[config.mk]
export PLATFORM = sky130hd
export DESIGN_NAME = timing_wheel_expiry_core
export DESIGN_NICKNAME = d
export VERILOG_FILES = /design/src/rtl/twe_pkg.sv /design/src/rtl/timing_wheel_expiry_core.sv /design/src/rtl/twe_ctrl.sv /design/src/rtl/twe_dp.sv
export SDC_FILE = /design/constraint.sdc
export NUM_CORES = 1
export LEC_CHECK = 0
export BUFFER_PORTS_ARGS = -buffer_cell sky130_fd_sc_hd__buf_2
export CAP_MARGIN = 25
export CORE_UTILIZATION = 57
export CTS_CLUSTER_DIAMETER = 120
export DETAILED_ROUTE_END_ITERATION = 10
export PLACE_DENSITY = 0.74
export SLEW_MARGIN = 20
export SYNTH_ARGS = -nofsm -noshare
export SYNTH_HDL_FRONTEND = slang
export SYNTH_SLANG_ARGS = --single-unit
[constraint.sdc]
create_clock -name clk -period 4.35 [get_ports clk]
set_clock_uncertainty 0.15 [all_clocks]
set_input_delay 1.0875 -clock clk [delete_from_list [all_inputs] [get_ports clk]]
set_output_delay 1.0875 -clock clk [all_outputs]
set_load 0.01 [all_outputs]
[src/rtl/twe_pkg.sv]
// ----------------------------------------------------------------------------
// twe_pkg
// Shared codes, widths and controller/datapath interface types for the
// timing wheel expiry core.
// ----------------------------------------------------------------------------
package twe_pkg;

	localparam int OP_W   = 2;
	localparam int ID_W   = 6;
	localparam int KIND_W = 2;

	localparam logic [OP_W-1:0] OP_ADD  = 2'd0;
	localparam logic [OP_W-1:0] OP_DEL  = 2'd1;
	localparam logic [OP_W-1:0] OP_TICK = 2'd2;

	localparam logic [KIND_W-1:0] KIND_ACK     = 2'd0;
	localparam logic [KIND_W-1:0] KIND_EXPIRED = 2'd1;
	localparam logic [KIND_W-1:0] KIND_NONE    = 2'd2;

	typedef struct packed {
		logic ack;
		logic add;
		logic del;
		logic scan_start;
		logic step;
		logic take;
		logic emit_pend;
		logic emit_final;
	} cmd_t;

	typedef struct packed {
		logic match;
		logic pend;
		logic idx_done;
		logic out_free;
	} sts_t;

endpackage

[src/rtl/timing_wheel_expiry_core.sv]
// ----------------------------------------------------------------------------
// timing_wheel_expiry_core
// Hashed timing wheel: files node ids one slot behind the pointer and expires
// a slot's nodes on each tick.
// ----------------------------------------------------------------------------
// Add and delete requests each return one acknowledge on the next cycle. A
// tick request scans the node slot memory one entry per cycle while no
// expiry is held up by out_ready low; expiries come out in ascending node id
// order, last set on the final one, or a single none result if the slot was
// empty.
// No new request is taken while a tick scan is in progress.
module timing_wheel_expiry_core
	import twe_pkg::*;
#(
	parameter int SLOT_COUNT = 16,
	parameter int NODE_COUNT = 64
) (
	input  logic              clk,
	input  logic              arst_n,
	input  logic              in_valid,
	output logic              in_ready,
	input  logic [OP_W-1:0]   op,
	input  logic [ID_W-1:0]   node_id,
	output logic              out_valid,
	input  logic              out_ready,
	output logic [KIND_W-1:0] kind,
	output logic [ID_W-1:0]   node_id_res,
	output logic              last
);

	cmd_t cmd;
	sts_t sts;

	twe_ctrl u_ctrl (
		.clk      (clk),
		.arst_n   (arst_n),
		.in_valid (in_valid),
		.op       (op),
		.in_ready (in_ready),
		.sts      (sts),
		.cmd      (cmd)
	);

	twe_dp #(
		.SLOT_COUNT (SLOT_COUNT),
		.NODE_COUNT (NODE_COUNT)
	) u_dp (
		.clk         (clk),
		.arst_n      (arst_n),
		.node_id     (node_id),
		.cmd         (cmd),
		.sts         (sts),
		.out_ready   (out_ready),
		.out_valid   (out_valid),
		.kind        (kind),
		.node_id_res (node_id_res),
		.last        (last)
	);

endmodule

[src/rtl/twe_ctrl.sv]
// ----------------------------------------------------------------------------
// twe_ctrl
// Request sequencing: add/delete acknowledge, tick scan with one-deep
// lookahead so the final expiry can be flagged, and the closing result.
// ----------------------------------------------------------------------------
module twe_ctrl
	import twe_pkg::*;
(
	input  logic            clk,
	input  logic            arst_n,
	input  logic            in_valid,
	input  logic [OP_W-1:0] op,
	output logic            in_ready,
	input  sts_t            sts,
	output cmd_t            cmd
);

	localparam logic [1:0] ST_IDLE  = 2'd0;
	localparam logic [1:0] ST_SCAN  = 2'd1;
	localparam logic [1:0] ST_FLUSH = 2'd2;

	logic [1:0] state_q;
	logic [1:0] state_d;
	logic       stall;

	assign stall = sts.match && sts.pend && !sts.out_free;

	always_comb begin
		state_d  = state_q;
		cmd      = '0;
		in_ready = 1'b0;
		case (state_q)
			ST_IDLE: begin
				in_ready = sts.out_free;
				if (in_valid && sts.out_free) begin
					case (op)
						OP_ADD: begin
							cmd.ack = 1'b1;
							cmd.add = 1'b1;
						end
						OP_DEL: begin
							cmd.ack = 1'b1;
							cmd.del = 1'b1;
						end
						OP_TICK: begin
							cmd.scan_start = 1'b1;
							state_d        = ST_SCAN;
						end
						default: ;
					endcase
				end
			end
			ST_SCAN: begin
				if (!stall) begin
					cmd.step      = 1'b1;
					cmd.take      = sts.match;
					cmd.emit_pend = sts.match && sts.pend;
					if (sts.idx_done)
						state_d = ST_FLUSH;
				end
			end
			ST_FLUSH: begin
				if (sts.out_free) begin
					cmd.emit_final = 1'b1;
					state_d        = ST_IDLE;
				end
			end
			default: state_d = ST_IDLE;
		endcase
	end

	always_ff @(posedge clk or negedge arst_n) begin
		if (!arst_n)
			state_q <= ST_IDLE;
		else
			state_q <= state_d;
	end

endmodule

[src/rtl/twe_dp.sv]
// ----------------------------------------------------------------------------
// twe_dp
// Node marks, node slot memory, slot pointer, scan counter with registered
// read stage, pending expiry holder and the output register.
// ----------------------------------------------------------------------------
module twe_dp
	import twe_pkg::*;
#(
	parameter int SLOT_COUNT = 16,
	parameter int NODE_COUNT = 64
) (
	input  logic              clk,
	input  logic              arst_n,
	input  logic [ID_W-1:0]   node_id,
	input  cmd_t              cmd,
	output sts_t              sts,
	input  logic              out_ready,
	output logic              out_valid,
	output logic [KIND_W-1:0] kind,
	output logic [ID_W-1:0]   node_id_res,
	output logic              last
);

	localparam int SW = (SLOT_COUNT > 1) ? $clog2(SLOT_COUNT) : 1;
	localparam int AW = (NODE_COUNT > 1) ? $clog2(NODE_COUNT) : 1;
	localparam int CW = $clog2(NODE_COUNT + 1);
	localparam int IW = ID_W + 1;

	logic [SW-1:0]         slot_mem [NODE_COUNT];
	logic [NODE_COUNT-1:0] active_q;
	logic [SW-1:0]         cur_q;
	logic [SW-1:0]         prev_slot;
	logic [CW-1:0]         idx_q;
	logic                  idx_done;
	logic                  s1_vld_s1;
	logic [AW-1:0]         s1_idx_s1;
	logic [SW-1:0]         rd_slot_s1;
	logic                  pend_q;
	logic [AW-1:0]         pend_id_q;
	logic                  out_valid_q;
	logic [KIND_W-1:0]     kind_q;
	logic [ID_W-1:0]       id_q;
	logic                  last_q;
	logic                  id_ok;
	logic [AW-1:0]         wr_addr;

	assign id_ok     = IW'(node_id) < IW'(NODE_COUNT);
	assign wr_addr   = node_id[AW-1:0];
	assign prev_slot = (cur_q == '0) ? SW'(SLOT_COUNT - 1) : cur_q - 1'b1;
	assign idx_done  = idx_q == CW'(NODE_COUNT);

	assign sts.match    = s1_vld_s1 && active_q[s1_idx_s1] && (rd_slot_s1 == cur_q);
	assign sts.pend     = pend_q;
	assign sts.idx_done = idx_done;
	assign sts.out_free = !out_valid_q || out_ready;

	always_ff @(posedge clk) begin
		if (cmd.add && id_ok)
			slot_mem[wr_addr] <= prev_slot;
		if (cmd.step)
			rd_slot_s1 <= slot_mem[idx_q[AW-1:0]];
	end

	always_ff @(posedge clk or negedge arst_n) begin
		if (!arst_n) begin
			active_q  <= '0;
			cur_q     <= '0;
			idx_q     <= '0;
			s1_vld_s1 <= 1'b0;
			s1_idx_s1 <= '0;
			pend_q    <= 1'b0;
			pend_id_q <= '0;
		end else begin
			if (cmd.add && id_ok)
				active_q[wr_addr] <= 1'b1;
			if (cmd.del && id_ok)
				active_q[wr_addr] <= 1'b0;
			if (cmd.take)
				active_q[s1_idx_s1] <= 1'b0;

			if (cmd.scan_start) begin
				idx_q     <= '0;
				s1_vld_s1 <= 1'b0;
				pend_q    <= 1'b0;
			end else if (cmd.step) begin
				s1_vld_s1 <= !idx_done;
				s1_idx_s1 <= idx_q[AW-1:0];
				if (!idx_done)
					idx_q <= idx_q + 1'b1;
			end

			if (cmd.take) begin
				pend_q    <= 1'b1;
				pend_id_q <= s1_idx_s1;
			end else if (cmd.emit_final) begin
				pend_q <= 1'b0;
			end

			if (cmd.emit_final)
				cur_q <= (cur_q == SW'(SLOT_COUNT - 1)) ? '0 : cur_q + 1'b1;
		end
	end

	// output register
	always_ff @(posedge clk or negedge arst_n) begin
		if (!arst_n)
			out_valid_q <= 1'b0;
		else if (cmd.ack || cmd.emit_pend || cmd.emit_final)
			out_valid_q <= 1'b1;
		else if (out_ready)
			out_valid_q <= 1'b0;
	end

	always_ff @(posedge clk) begin
		if (cmd.ack) begin
			kind_q <= KIND_ACK;
			id_q   <= node_id;
			last_q <= 1'b1;
		end else if (cmd.emit_pend) begin
			kind_q <= KIND_EXPIRED;
			id_q   <= ID_W'(pend_id_q);
			last_q <= 1'b0;
		end else if (cmd.emit_final) begin
			kind_q <= pend_q ? KIND_EXPIRED : KIND_NONE;
			id_q   <= pend_q ? ID_W'(pend_id_q) : '0;
			last_q <= 1'b1;
		end
	end

	assign out_valid   = out_valid_q;
	assign kind        = kind_q;
	assign node_id_res = id_q;
	assign last        = last_q;

endmodule

==> run_summary.xml <==
<?xml version="1.0" encoding="UTF-8"?>
<metrics>
  <group name="status">
    <metric name="outcome" unit="">complete, no violations</metric>
  </group>
  <group name="clocking">
    <metric name="h-tree-depth" unit="">2</metric>
    <metric name="cts_tree" unit="">yes</metric>
    <metric name="ctsHoldBuffers" unit="">0</metric>
    <metric name="cts-resized-gates" unit="">0</metric>
    <metric name="clk_latency" unit="ps">530</metric>
    <metric name="postCtsSetupRepairBufs" unit="">0</metric>
    <metric name="clock-sinks" unit="">361</metric>
    <metric name="buffer_depth_of_the_longest_clock_path" unit="">3</metric>
    <metric name="cts_buffers" unit="">37</metric>
    <metric name="clock_transition_at_the_registers_of_the_reported_paths" unit="ps">60</metric>
    <metric name="root_buffer" unit="">clkbuf_16</metric>
  </group>
  <group name="logic_synthesis">
    <metric name="synth_seq_area_share" unit="">0.650</metric>
    <metric name="netlist_instances" unit="">1033</metric>
    <metric name="synth_top_cell_area_share" unit="">0.502</metric>
    <metric name="async_set_or_reset_flop_fraction_in_the_synthesized_netlist" unit="">0.255</metric>
    <metric name="ys_seq_elements" unit="">361</metric>
    <metric name="synth_cell_types" unit="">58</metric>
    <metric name="mapped_avg_cell_area" unit="sq um">15.4</metric>
    <metric name="yosys.area.top_type" unit="">edfxtp_1</metric>
    <metric name="synth_flop_cell" unit="">edfxtp_1</metric>
    <metric name="synth_edf_count" unit="">266</metric>
    <metric name="area_of_the_mapped_netlist" unit="sq um">15900</metric>
    <metric name="synth.area.top_cells" unit="">edfxtp_1, dfrtp_1, mux4_2</metric>
    <metric name="synth.net_count" unit="">1050</metric>
    <metric name="synth_warnings" unit="">0</metric>
  </group>
  <group name="critical_path">
    <metric name="startpoint_type" unit="">flip-flop</metric>
    <metric name="cp-end-kind" unit="">flip-flop</metric>
    <metric name="critPathRequiredTime" unit="ps">4630</metric>
    <metric name="worstPathArrival" unit="ps">3890</metric>
    <metric name="worst-path-max-fanout" unit="">38</metric>
    <metric name="crit_type" unit="">reg -&gt; reg</metric>
    <metric name="rr_worst_depth" unit="">8</metric>
  </group>
  <group name="finish">
    <metric name="commonest_non_fill_non_tap_cell_in_the_layout" unit="">edfxtp_1</metric>
    <metric name="antennaDiodeCount" unit="">0</metric>
    <metric name="layout.cells.most_common_list" unit="">edfxtp_1, nor2_1, dfrtp_1</metric>
    <metric name="finalNetCount" unit="">1054</metric>
    <metric name="drive_gt1_frac" unit="">0.220</metric>
    <metric name="flow.area_growth_from_synthesis" unit="%">11.0</metric>
    <metric name="final_util" unit="">0.650</metric>
    <metric name="fillerInstances" unit="">1890</metric>
  </group>
  <group name="floorplan">
    <metric name="io_pins" unit="">23</metric>
    <metric name="die_area" unit="sq um">28600</metric>
    <metric name="core-area" unit="sq um">27200</metric>
    <metric name="placementRows" unit="">60</metric>
    <metric name="initial_standard_cell_utilization_of_the_core" unit="">0.586</metric>
    <metric name="die_height" unit="microns">169</metric>
    <metric name="floorplan.die.width" unit="microns">169</metric>
  </group>
  <group name="place">
    <metric name="number_of_buffers_added_on_ports" unit="">22</metric>
    <metric name="dpl.hpwl" unit="microns">23300</metric>
    <metric name="gpl.final_weighted_congestion" unit="">0.880</metric>
  </group>
  <group name="power_and_ir_drop">
    <metric name="post-layout-total-power" unit="W">0.0107</metric>
    <metric name="power.density_cell_area" unit="nW/um^2">607</metric>
    <metric name="vdd_drop_max" unit="V">0.000298</metric>
    <metric name="static-leakage-power" unit="nW">6.11</metric>
  </group>
  <group name="sta">
    <metric name="worstMarginPinSlew" unit="ps">995</metric>
    <metric name="timing.slew.headroom" unit="">0.335</metric>
    <metric name="fin_crit" unit="ps">3610</metric>
    <metric name="drv_slew" unit="">0</metric>
    <metric name="fin_crit_share" unit="">0.830</metric>
    <metric name="setup_violations" unit="">0</metric>
    <metric name="grt_setup_unrepaired" unit="">no</metric>
    <metric name="hold_viol" unit="">0</metric>
    <metric name="timing.setup.tns" unit="ps">0</metric>
    <metric name="fmax" unit="MHz">277</metric>
  </group>
  <group name="route">
    <metric name="initial_drt_markers" unit="">1124</metric>
    <metric name="overall_via_count_from_detail_route" unit="">9234</metric>
    <metric name="vias_per_cell" unit="">6.43</metric>
    <metric name="first_pass_iters" unit="">5</metric>
    <metric name="routedWlPerCell" unit="microns">26.0</metric>
    <metric name="route.final.wire_length" unit="microns">37300</metric>
    <metric name="drc_errors" unit="">0</metric>
    <metric name="ant_nets" unit="">0</metric>
  </group>
  <group name="global_routing">
    <metric name="grt_pass1_vias" unit="">9429</metric>
    <metric name="globalRouteOverflowTotal" unit="">0</metric>
    <metric name="grt_pass1_wl" unit="microns">57300</metric>
    <metric name="grt_use_total" unit="">0.272</metric>
    <metric name="number_of_antenna_violations_at_the_first_check_in_global_routing" unit="">1</metric>
    <metric name="maximum_number_of_pins_on_one_net_before_global_route_repair" unit="">75</metric>
  </group>
  <group name="min_path">
    <metric name="min-delay-path-class" unit="">reg -&gt; reg</metric>
    <metric name="min_path_cells" unit="">1</metric>
  </group>
  <group name="run">
    <metric name="drv_cap" unit="">0</metric>
  </group>
</metrics>
-- per-stage QoR --
step	hold slack (ps)	setup WS [ps]	instance area [sq um]	std cells
global placement	296	745	16400	1369
detailed placement	304	540	16400	1369
global route	340	630	17700	1435
finish	317	740	17700	1435
floorplan	299	29.0	15900	1033
CTS	318	808	17600	1434
-- layer usage --
layer / up-vias / track usage / share of wire
li1: 3991 / - / -
met1: 4716 / 0.385 / 0.41
met2: 438 / 0.425 / 0.48
met3: 87 / 0.0539 / 0.082
met4: 2 / 0.0983 / 0.032
met5: - / 0 / 0.00035
-- worst max-delay path: stages, from the launching register on --
cell     delay, ps
dfrtp_1        850
mux4_1         640
and3b_1        190
a31oi_1        210
and4_1         330
nand2_1        100
and3_2         470
buf_12         320
a31oi_1        200
-- registers in the layout, indices dropped and copies added, names as in the netlist, 2 cells and up --
name,cells
u_dp.pend_id_q,6
u_dp.slot_mem,256
u_dp.s1_idx_s1,6
u_dp.rd_slot_s1,4
u_dp.active_q,64
u_dp.kind,2
u_dp.node_id_res,6
u_dp.cur_q,4
u_ctrl.state_q,2
u_dp.idx_q,7
-- cells in the mapped netlist, types with 4 or more instances --
master    instances
a21oi_1           5
a22oi_1           4
a31oi_1          60
a31oi_2           6
and2_1            6
and3b_1           4
buf_1            15
buf_2            15
clkbuf_1         57
dfrtp_1          92
edfxtp_1        266
ha_1              5
inv_1             8
mux2_2            7
mux2_4            4
mux2i_1          83
mux4_2           87
nand2_1          41
nand2b_1         10
nand3_1          23
nand3b_1          7
nand4_1           6
nor2_1          130
nor2b_1           8
nor3_1           12
o21a_1            4
o21ai_0          10
or2_2             4
-- report_power, final --
part           leakage, nW  switching, W  total (W)  internal (W)
Sequential            3.73      0.000379    0.00462       0.00424
Combinational         1.79       0.00163    0.00292       0.00128
Clock                0.588       0.00130    0.00319       0.00189
Total                 6.11       0.00331     0.0107       0.00741
-- area by class of cell --
type                       count  area (sq um)  area share
timing repair buffer          58           440      0.0249
tap                          372           465      0.0263
clock buffer                  47           973      0.0551
sequential                   361         10400       0.586
multi-input combinational    571          5170       0.293
clock inverter                18           234      0.0132
inverter                       8          30.0     0.00170
-- worst paths after layout --
| path | endpoint | slack [ps] | startpoint |
|---|---|---|---|
| worst max-delay path | u_dp.active_q[42] | 740 | u_dp.s1_idx_s1[0] |
| worst min-delay path | u_dp.last | 320 | u_dp.last |
| worst max register to register | u_dp.active_q[42] | 740 | u_dp.s1_idx_s1[0] |
| worst min register to register | u_dp.last | 320 | u_dp.last |
| max in group asynchronous | u_dp.active_q[33] | 2920 | arst_n |
| min in group asynchronous | u_dp.pend_id_q[1] | 330 | arst_n |
-- cell families after synthesis --
family / Yosys count / synth area share
flip-flops: 361 / 0.650
AND/OR/NAND/NOR: 273 / 0.0817
multiplexers: 184 / 0.189
AO/OA/AOI/OAI: 104 / 0.0446
buffers and inverters: 101 / 0.0281
XOR/XNOR: 5 / 0.00275
adder cells (fa/ha/maj): 5 / 0.00393
Note: power is estimated with default switching activity, not from simulation.
